===== src/sv/ilt_pkg.sv =====
// ----------------------------------------------------------------------------
// ilt_pkg
// Shared types and constants for the IRC line tokenizer.
// ----------------------------------------------------------------------------
`default_nettype none

package ilt_pkg;

   localparam int unsigned CharWidth  = 8;
   localparam int unsigned IndexWidth = 4;
   localparam int unsigned KindWidth  = 2;

   localparam logic [CharWidth-1:0]  ColonChar     = 8'h3A;
   localparam logic [CharWidth-1:0]  SpaceChar     = 8'h20;
   localparam logic [IndexWidth-1:0] ParamIndexMax = 4'd15;

   typedef enum logic [KindWidth-1:0] {
      KindCmd   = 2'd0,
      KindMid   = 2'd1,
      KindTrail = 2'd2
   } kind_type;

   // parser phases, one-hot
   typedef enum logic [6:0] {
      PhStart    = 7'b000_0001,
      PhPrefix   = 7'b000_0010,
      PhPfxGap   = 7'b000_0100,
      PhCommand  = 7'b000_1000,
      PhParGap   = 7'b001_0000,
      PhMiddle   = 7'b010_0000,
      PhTrailing = 7'b100_0000
   } phase_type;

   typedef struct packed {
      logic [CharWidth-1:0]  out_char;
      logic                  has_char;
      kind_type              token_kind;
      logic [IndexWidth-1:0] param_index;
      logic                  token_end;
      logic                  line_end;
   } result_type;

endpackage

`default_nettype wire


===== src/sv/irc_line_tokenizer.sv =====
// ----------------------------------------------------------------------------
// irc_line_tokenizer
// Splits an IRC line, one byte per transfer, into command and parameter bytes.
// ----------------------------------------------------------------------------
//  channel | direction | payload                                  | handshake
//  req_    | in        | line_byte, last_byte                     | valid/ready
//  rsp_    | out       | out_char, has_char, token_kind,          | valid/ready
//          |           | param_index, token_end, line_end         |
//
//  One byte is accepted per cycle while req_ready is high; the parser phase,
//  parameter count and result, if any, register at the accepting edge.
//  req_ready is low only while a held result is not taken.
//  Reset is synchronous and returns the parser to line start with an empty
//  result register.
// ----------------------------------------------------------------------------
`default_nettype none

module irc_line_tokenizer (
   input  wire logic                             clock,
   input  wire logic                             reset,
   input  wire logic                             req_valid,
   output      logic                             req_ready,
   input  wire logic [ilt_pkg::CharWidth-1:0]    req_line_byte,
   input  wire logic                             req_last_byte,
   output      logic                             rsp_valid,
   input  wire logic                             rsp_ready,
   output      logic [ilt_pkg::CharWidth-1:0]    rsp_out_char,
   output      logic                             rsp_has_char,
   output      logic [ilt_pkg::KindWidth-1:0]    rsp_token_kind,
   output      logic [ilt_pkg::IndexWidth-1:0]   rsp_param_index,
   output      logic                             rsp_token_end,
   output      logic                             rsp_line_end
);

   ilt_pkg::phase_type               phase_ff, phase_in;
   logic [ilt_pkg::IndexWidth-1:0]   count_ff, count_in;
   logic                             rsp_valid_ff;
   ilt_pkg::result_type              result_ff, result_in;
   logic                             have;
   logic                             is_colon, is_space;
   logic                             req_accept;

   assign req_ready  = !rsp_valid_ff || rsp_ready;
   assign req_accept = req_valid && req_ready;
   assign is_colon   = (req_line_byte == ilt_pkg::ColonChar);
   assign is_space   = (req_line_byte == ilt_pkg::SpaceChar);

   always_comb begin
      phase_in  = phase_ff;
      count_in  = count_ff;
      have      = 1'b0;
      result_in = '0;
      result_in.line_end = req_last_byte;

      unique case (phase_ff)
         ilt_pkg::PhStart: begin
            if (is_colon) begin
               phase_in = ilt_pkg::PhPrefix;
            end else if (is_space) begin
               have = 1'b1;
               result_in.token_end = 1'b1;
               phase_in = ilt_pkg::PhParGap;
            end else begin
               have = 1'b1;
               result_in.out_char  = req_line_byte;
               result_in.has_char  = 1'b1;
               result_in.token_end = req_last_byte;
               phase_in = ilt_pkg::PhCommand;
            end
         end
         ilt_pkg::PhPrefix: begin
            if (is_space) begin
               phase_in = ilt_pkg::PhPfxGap;
               // prefix ending the line closes an empty command
               result_in.token_end = req_last_byte;
            end
         end
         ilt_pkg::PhPfxGap: begin
            if (is_space) begin
               result_in.token_end = req_last_byte;
            end else begin
               have = 1'b1;
               result_in.out_char  = req_line_byte;
               result_in.has_char  = 1'b1;
               result_in.token_end = req_last_byte;
               phase_in = ilt_pkg::PhCommand;
            end
         end
         ilt_pkg::PhCommand: begin
            have = 1'b1;
            if (is_space) begin
               result_in.token_end = 1'b1;
               phase_in = ilt_pkg::PhParGap;
            end else begin
               result_in.out_char  = req_line_byte;
               result_in.has_char  = 1'b1;
               result_in.token_end = req_last_byte;
            end
         end
         ilt_pkg::PhParGap: begin
            if (is_colon) begin
               phase_in = ilt_pkg::PhTrailing;
               if (req_last_byte) begin
                  result_in.token_kind  = ilt_pkg::KindTrail;
                  result_in.param_index = count_ff;
                  result_in.token_end   = 1'b1;
               end
            end else if (!is_space) begin
               have = 1'b1;
               result_in.out_char    = req_line_byte;
               result_in.has_char    = 1'b1;
               result_in.token_kind  = ilt_pkg::KindMid;
               result_in.param_index = count_ff;
               result_in.token_end   = req_last_byte;
               phase_in = ilt_pkg::PhMiddle;
            end
         end
         ilt_pkg::PhMiddle: begin
            have = 1'b1;
            result_in.token_kind  = ilt_pkg::KindMid;
            result_in.param_index = count_ff;
            if (is_space) begin
               result_in.token_end = 1'b1;
               if (count_ff != ilt_pkg::ParamIndexMax) begin
                  count_in = count_ff + 1'b1;
               end
               phase_in = ilt_pkg::PhParGap;
            end else begin
               result_in.out_char  = req_line_byte;
               result_in.has_char  = 1'b1;
               result_in.token_end = req_last_byte;
            end
         end
         ilt_pkg::PhTrailing: begin
            have = 1'b1;
            result_in.out_char    = req_line_byte;
            result_in.has_char    = 1'b1;
            result_in.token_kind  = ilt_pkg::KindTrail;
            result_in.param_index = count_ff;
            result_in.token_end   = req_last_byte;
         end
         default: begin
            phase_in = ilt_pkg::PhStart;
            count_in = '0;
         end
      endcase

      if (req_last_byte) begin
         have     = 1'b1;
         phase_in = ilt_pkg::PhStart;
         count_in = '0;
      end
   end

   always_ff @(posedge clock) begin
      if (reset) begin
         phase_ff     <= ilt_pkg::PhStart;
         count_ff     <= '0;
         rsp_valid_ff <= 1'b0;
      end else if (req_accept) begin
         phase_ff     <= phase_in;
         count_ff     <= count_in;
         rsp_valid_ff <= have;
      end else if (rsp_ready) begin
         rsp_valid_ff <= 1'b0;
      end
   end

   always_ff @(posedge clock) begin
      if (req_accept && have) begin
         result_ff <= result_in;
      end
   end

   assign rsp_valid       = rsp_valid_ff;
   assign rsp_out_char    = result_ff.out_char;
   assign rsp_has_char    = result_ff.has_char;
   assign rsp_token_kind  = result_ff.token_kind;
   assign rsp_param_index = result_ff.param_index;
   assign rsp_token_end   = result_ff.token_end;
   assign rsp_line_end    = result_ff.line_end;

endmodule

`default_nettype wire


===== config.mk =====
export PLATFORM = sky130hd
export DESIGN_NAME = irc_line_tokenizer
export DESIGN_NICKNAME = d
export VERILOG_FILES = /design/src/sv/ilt_pkg.sv /design/src/sv/irc_line_tokenizer.sv
export SDC_FILE = /design/constraint.sdc
export NUM_CORES = 1
export LEC_CHECK = 0
export BUFFER_PORTS_ARGS = -buffer_cell sky130_fd_sc_hd__buf_2
export CAP_MARGIN = 15
export CORE_MARGIN = 10
export CORE_UTILIZATION = 50
export DETAILED_ROUTE_END_ITERATION = 16
export HOLD_SLACK_MARGIN = 0.15
export PLACE_DENSITY = 0.73
export SKIP_LAST_GASP = 1
export SYNTH_ARGS = -nofsm -noshare
export SYNTH_HDL_FRONTEND = slang
export SYNTH_SLANG_ARGS = --single-unit
export TNS_END_PERCENT = 20

===== constraint.sdc =====
create_clock -name clock -period 6.6 [get_ports clock]
set_clock_uncertainty 0.05 [all_clocks]
set_input_delay 1.32 -clock clock [delete_from_list [all_inputs] [get_ports clock]]
set_output_delay 1.32 -clock clock [all_outputs]
set_load 0.1 [all_outputs]

==> results of run 1 <==
[metrics by stage]
stage / setup WS [ns] / instances / power [mW] / hold WS, ns
final: 3.25 / 260 / 0.443 / 0.471
after global routing: 3.22 / 260 / 0.462 / 0.485
after CTS: 3.25 / 259 / 0.445 / 0.476
after detailed placement: 3.04 / 251 / 0.342 / 0.465
after global placement: 3.20 / 251 / 0.340 / 0.433
after floorplan: 2.91 / 188 / 0.320 / 0.413
[Yosys cell counts, types with 3 or more instances]
library cell  count
nor3_1            7
nor2b_1           5
or3_1             5
o21a_1            3
clkbuf_1         13
nor4_1            6
a311oi_1          3
nand2b_1          6
xor2_1            3
nand4_1           3
inv_1             3
a31oi_1           3
nor2_1           13
xnor2_1           5
dfxtp_1          12
nand3_1           7
and3_1            3
o32ai_1           3
edfxtp_1         17
o31ai_1           3
and2_1            8
o21ai_0          13
nand2_1           3
a21oi_1          11
[worst paths after layout]
| check | from | endpoint | cells after the start |
|---|---|---|---|
| hold reg to reg | count_ff[3] | count_ff[3] | 1 |
| setup / recovery | rsp_ready | req_ready | 3 |
| setup reg to reg | phase_ff[0] | rsp_token_kind[0] | 6 |
| hold / removal | count_ff[3] | count_ff[3] | 1 |
[per-layer routing]
| metal | global-route usage [%] | share of wire, % |
|---|---|---|
| met1 | 16.5 | 39 |
| met2 | 22.8 | 47 |
| met3 | 6.64 | 11 |
| met4 | 6.27 | 2.3 |
| met5 | 0 | 0 |
[worst register-to-register path, cell delays in order (launching register included)]
cell	delay [ns]
dfxtp_1	0.61
or4b_2	0.67
or2_2	0.34
o221ai_1	0.22
nor2_1	0.07
nor2_1	0.62
buf_6	0.23
[final cells by class]
class	count	area, um2	area share (%)
sequential	29	751	37.9
clock buffer	5	37.5	1.90
clock inverter	3	17.5	0.884
tap	46	57.6	2.91
multi-input combinational	142	940	47.4
inverter	3	11.3	0.569
timing repair buffer	32	166	8.40
[layout by cell type, fill, tap and decap left out, drive strengths merged, types with 6 or more instances in the layout]
cell | synthesis | layout
a21oi | 11 | 11
and2 | 8 | 8
dfxtp | 12 | 12
nand3 | 7 | 7
edfxtp | 17 | 17
nor3 | 8 | 8
nor2 | 14 | 14
or3 | 6 | 6
nand2b | 6 | 6
buf | 1 | 32
o21ai | 14 | 14
nor4 | 6 | 6
[state kept, by name, indices dropped and copies added (netlist names)]
| signal | cells |
|---|---|
| rsp_token_kind | 2 |
| rsp_has_char | 1 |
| rsp_token_end | 1 |
| rsp_valid | 1 |
| rsp_out_char | 8 |
| rsp_param_index | 4 |
| rsp_line_end | 1 |
| phase_ff | 7 |
| count_ff | 4 |
[logic make-up after synthesis]
logic type	Yosys count	synth area share [%]
compound gates	53	21.0
xor+xnor	8	3.99
fa+ha+maj	1	0.713
buf+inv	17	3.71
flops	29	42.8
mux	2	1.21
simple gates	78	26.7
[power breakdown]
part / internal (mW) / switching (mW)
sequential: 0.204 / 0.00599
clock: 0.0401 / 0.0642
combinational: 0.0252 / 0.104
==> flow_summary.toml, run 1 <==
[outcome]
outcome = "finished clean"

[clock_tree]
cts_buffer_depth = 2
insertion_delay_ns = 0.33
cts_tree = "built"
cts-resized-gates = 0
cts_sinks = 29
hold_buffers = 0
clk_pin_slew_ns = 0.09
cts_max_level = 2
cts-root-buf = "clkbuf_4"
numCtsBuffers = 5
post_cts_buffers = 0

[sta]
finalSetupViolations = 0
report.final.slew_viol_count = 0
tightest_slew_ns = 0.805
max_freq_mhz = 299
setup_tns_ns = 0
post-route-period-util_pct = 50.7
hold_violations = 0
rsz0062_at_grt = "false"
relSlewSlack_pct = 46.1
min_period_ns = 3.35

[yosys]
synth_ff_type = "edfxtp_1"
synth_top_area_share_pct = 29.1
synth_edf_count = 17
async_reset_ff_share_pct = 0
synth-seq-cells = 29
ys_top_cells_by_area = "edfxtp_1, dfxtp_1, o21ai_0, a21oi_1, and2_1"
synthCells = 188
yosys.cell_types.count = 49
syn-num-nets = 202
postSynthAreaPerCell_um2 = 9.34
yosys_warnings = 0
yosysTopAreaCell = "edfxtp_1"
ys_seq_area_share_pct = 42.8
synthesis.area_um2 = 1760

[floorplanning]
start_util_pct = 52.2
io_pins = 32
die_w_um = 79.3
core-area_um2 = 3360
die_h_um = 79.3
dieArea_um2 = 6280
rows = 21

[worst_setup_path]
path_buf_inv = 2
cpLargestDelayFamily = "buffers and inverters"
cp_max_fo = 3
critPathArrivalTime_ns = 1.98
regToRegSetupSlack_ns = 3.50
cp_slowest_stage_delay_ns = 0.45
worst_setup_path_end_kind = "primary output"
critPathKind = "input port to primary output"
crit_top_cell = "buf_2"
slowest_stage = "buf_2"
critPathRequiredTime_ns = 5.23
start_kind = "input port"
cp_cell_sequence = "buf_2, nand2b_1, buf_2"

[global_routing]
antenna_found_initial = 0
grt_max_degree = 19
gr-total-overflow = 0
grt_pass1_vias = 1557
track_usage_pct = 14.5
grt_pass1_wl_um = 7400

[cells_and_area]
diodes = 0
finish.utilization_pct = 58.9
area_delta_synth_final_pct = 12.8
drive_above_1_share_pct = 22.9
num-fill-cells = 327
nNetsFinal = 227
final_area_um2 = 1980

[placed_design]
placed_area_um2 = 1910
place_congestion = 0.919
portBuffers = 31
dp_hpwl_um = 3340

[detailed_routing]
drcViolationCount = 0
vias = 1601
postRouteAntennaNets = 0
drt_iter0_drc = 145
totalWireLength_um = 4430
viasPerCell = 6.16
dr.pass1.iters = 4
wl_per_cell_um = 17.0

[power]
ir_drop_uv = 96.7
powerDensity_nw_per_um2 = 224
power_leakage_nw = 0.709

[flow_run]
drv_cap = 0

[hold_path]
hold_path.class = "register to register"
Note: power is estimated with default switching activity, not from simulation.
==> inputs of run 2 (changes only) <==
clock period = 3.2 ns   (was 6.6 ns; I/O delays follow)
==> run 2 against run 1 <==
Against the previous run:
- die area stayed put
- clock-buffer cell count stayed put
- cell area is 0.95% higher
- sequential share of layout area is 0.36 points lower
- combinational power is 110% higher
- sequential power is 110% higher
- wire length is 0.43% higher
- critical path type is now input port to register
==> flow_summary.toml, run 2 (synthesis results as in run 1) <==
[detailed_routing]
wl_per_cell_um = 16.9
vias = 1614
drcViolationCount = 0
viasPerCell = 6.14
dr.pass1.iters = 4
totalWireLength_um = 4450
postRouteAntennaNets = 0
drt_iter0_drc = 121

[placed_design]
place_congestion = 0.947
portBuffers = 31
dpl_worst_slack_ns = 0.463
dp_hpwl_um = 3360

[clock_tree]
cts_sinks = 29
hold_buffers = 0
cts_tree = "built"
cts-resized-gates = 0
numCtsBuffers = 5
insertion_delay_ns = 0.33
post_cts_buffers = 0
cts-root-buf = "clkbuf_4"
clk_pin_slew_ns = 0.10
cts_buffer_depth = 2
cts_max_level = 2

[cells_and_area]
nNetsFinal = 230
largest_reg_flops = 8
finish.utilization_pct = 59.4
final_cell_mix = "buf_2, edfxtp_1, nor2_1, o21ai_0, dfxtp_1"
drive_above_1_share_pct = 24.0
area_delta_synth_final_pct = 13.9
multi_input_area_um2 = 940
num-fill-cells = 306
regArea_um2 = 751
diodes = 0
mostFrequentLayoutCell = "buf_2"

[power]
power_leakage_nw = 0.723
clockPowerShare_pct = 23.4
ir_drop_uv = 200
internal_power_mw = 0.557
comb_power_share_pct = 29.5
seqPwrFrac_pct = 47.1
powerDensity_nw_per_um2 = 457
p_sw_mw = 0.358
p_sw_share_pct = 39.1

[outcome]
outcome = "finished clean"

[global_routing]
grt_max_degree = 19
antenna_found_initial = 0
grt_pass1_wl_um = 7300
gr-total-overflow = 0
track_usage_pct = 14.3
grt_pass1_vias = 1520

[floorplanning]
die_w_um = 79.3
start_util_pct = 52.2
io_pins = 32
core-area_um2 = 3360
die_h_um = 79.3
dieArea_um2 = 6280
rows = 21

[sta]
timing.final.ws_setup_ns = 0.697
post-route-period-util_pct = 78.2
max_freq_mhz = 399
hold_violations = 0
min_period_ns = 2.50
setup_tns_ns = 0
finalSetupViolations = 0
whs_ns = 0.479
report.final.slew_viol_count = 0
relSlewSlack_pct = 55.8
tightest_slew_ns = 0.659
rsz0062_at_grt = "false"

[flow_run]
drv_cap = 0

[hold_path]
holdPathStages = 1
hold_path.class = "register to register"

[worst_setup_path]
regToRegSetupSlack_ns = 0.72
critPathArrivalTime_ns = 2.68
setup.worst_path.start = "req_line_byte[2]"
critPathKind = "input port to register"
cp_max_fo = 10
r2r_start = "phase_ff[4]"
crit_end = "phase_ff[6]"
r2r_cells = 6
worst_setup_path_end_kind = "register"
r2r_end = "rsp_out_char[2]"
critPathRequiredTime_ns = 3.37
start_kind = "input port"
[run 2: changes by cell type in the layout (fill, tap and decap cells not counted), sizes merged]
cell  previous run  this run
buf             32        35
[run 2: power groups by stage]
stage                     Combinational (mW)  Sequential (mW)  Clock [mW]
final                                  0.270            0.431       0.214
after global routing                   0.285            0.433       0.236
after CTS                              0.271            0.431       0.221
after detailed placement               0.270            0.440           0
after global placement                 0.267            0.438           0
after floorplan                       0.0799            0.580           0
[run 2: final cells by class]
type,instances,area share [%]
Multi-Input combinational cell,142,47.0
Sequential cell,29,37.5
Timing Repair Buffer,35,9.26
Tap cell,46,2.88
Clock buffer,5,1.88
Clock inverter,3,0.876
Inverter,3,0.563
[run 2: critical path: stages]
cell and delay (ns):
buf_2 0.10, or4b_1 0.65, nor3_2 0.60, and3_1 0.36
nor2_4 0.06, o31ai_1 0.26
[run 2: per-layer routing]
layer,track usage (%),vias up,share of wire (%)
met2,22.4,85,46
met5,0,-,0
met4,6.63,0,3.1
met3,5.18,14,10
li1,-,777,-
met1,17.0,738,41
[run 2: stage by stage]
step / instances / instance area [um2] / power, mW
floorplan: 188 / 1760 / 0.660
global placement: 255 / 1940 / 0.705
detailed placement: 255 / 1940 / 0.709
CTS: 263 / 2000 / 0.922
global route: 263 / 2000 / 0.953
finish: 263 / 2000 / 0.914
[run 2: worst min-delay path by stage]
stage | from | end | slack, ns
after CTS | count_ff[3] | count_ff[3] | 0.48
after detailed placement | count_ff[3] | count_ff[3] | 0.46
after global routing | count_ff[3] | count_ff[3] | 0.51
after global placement | count_ff[3] | count_ff[3] | 0.44
final | count_ff[3] | count_ff[3] | 0.48
after floorplan | count_ff[3] | count_ff[3] | 0.41
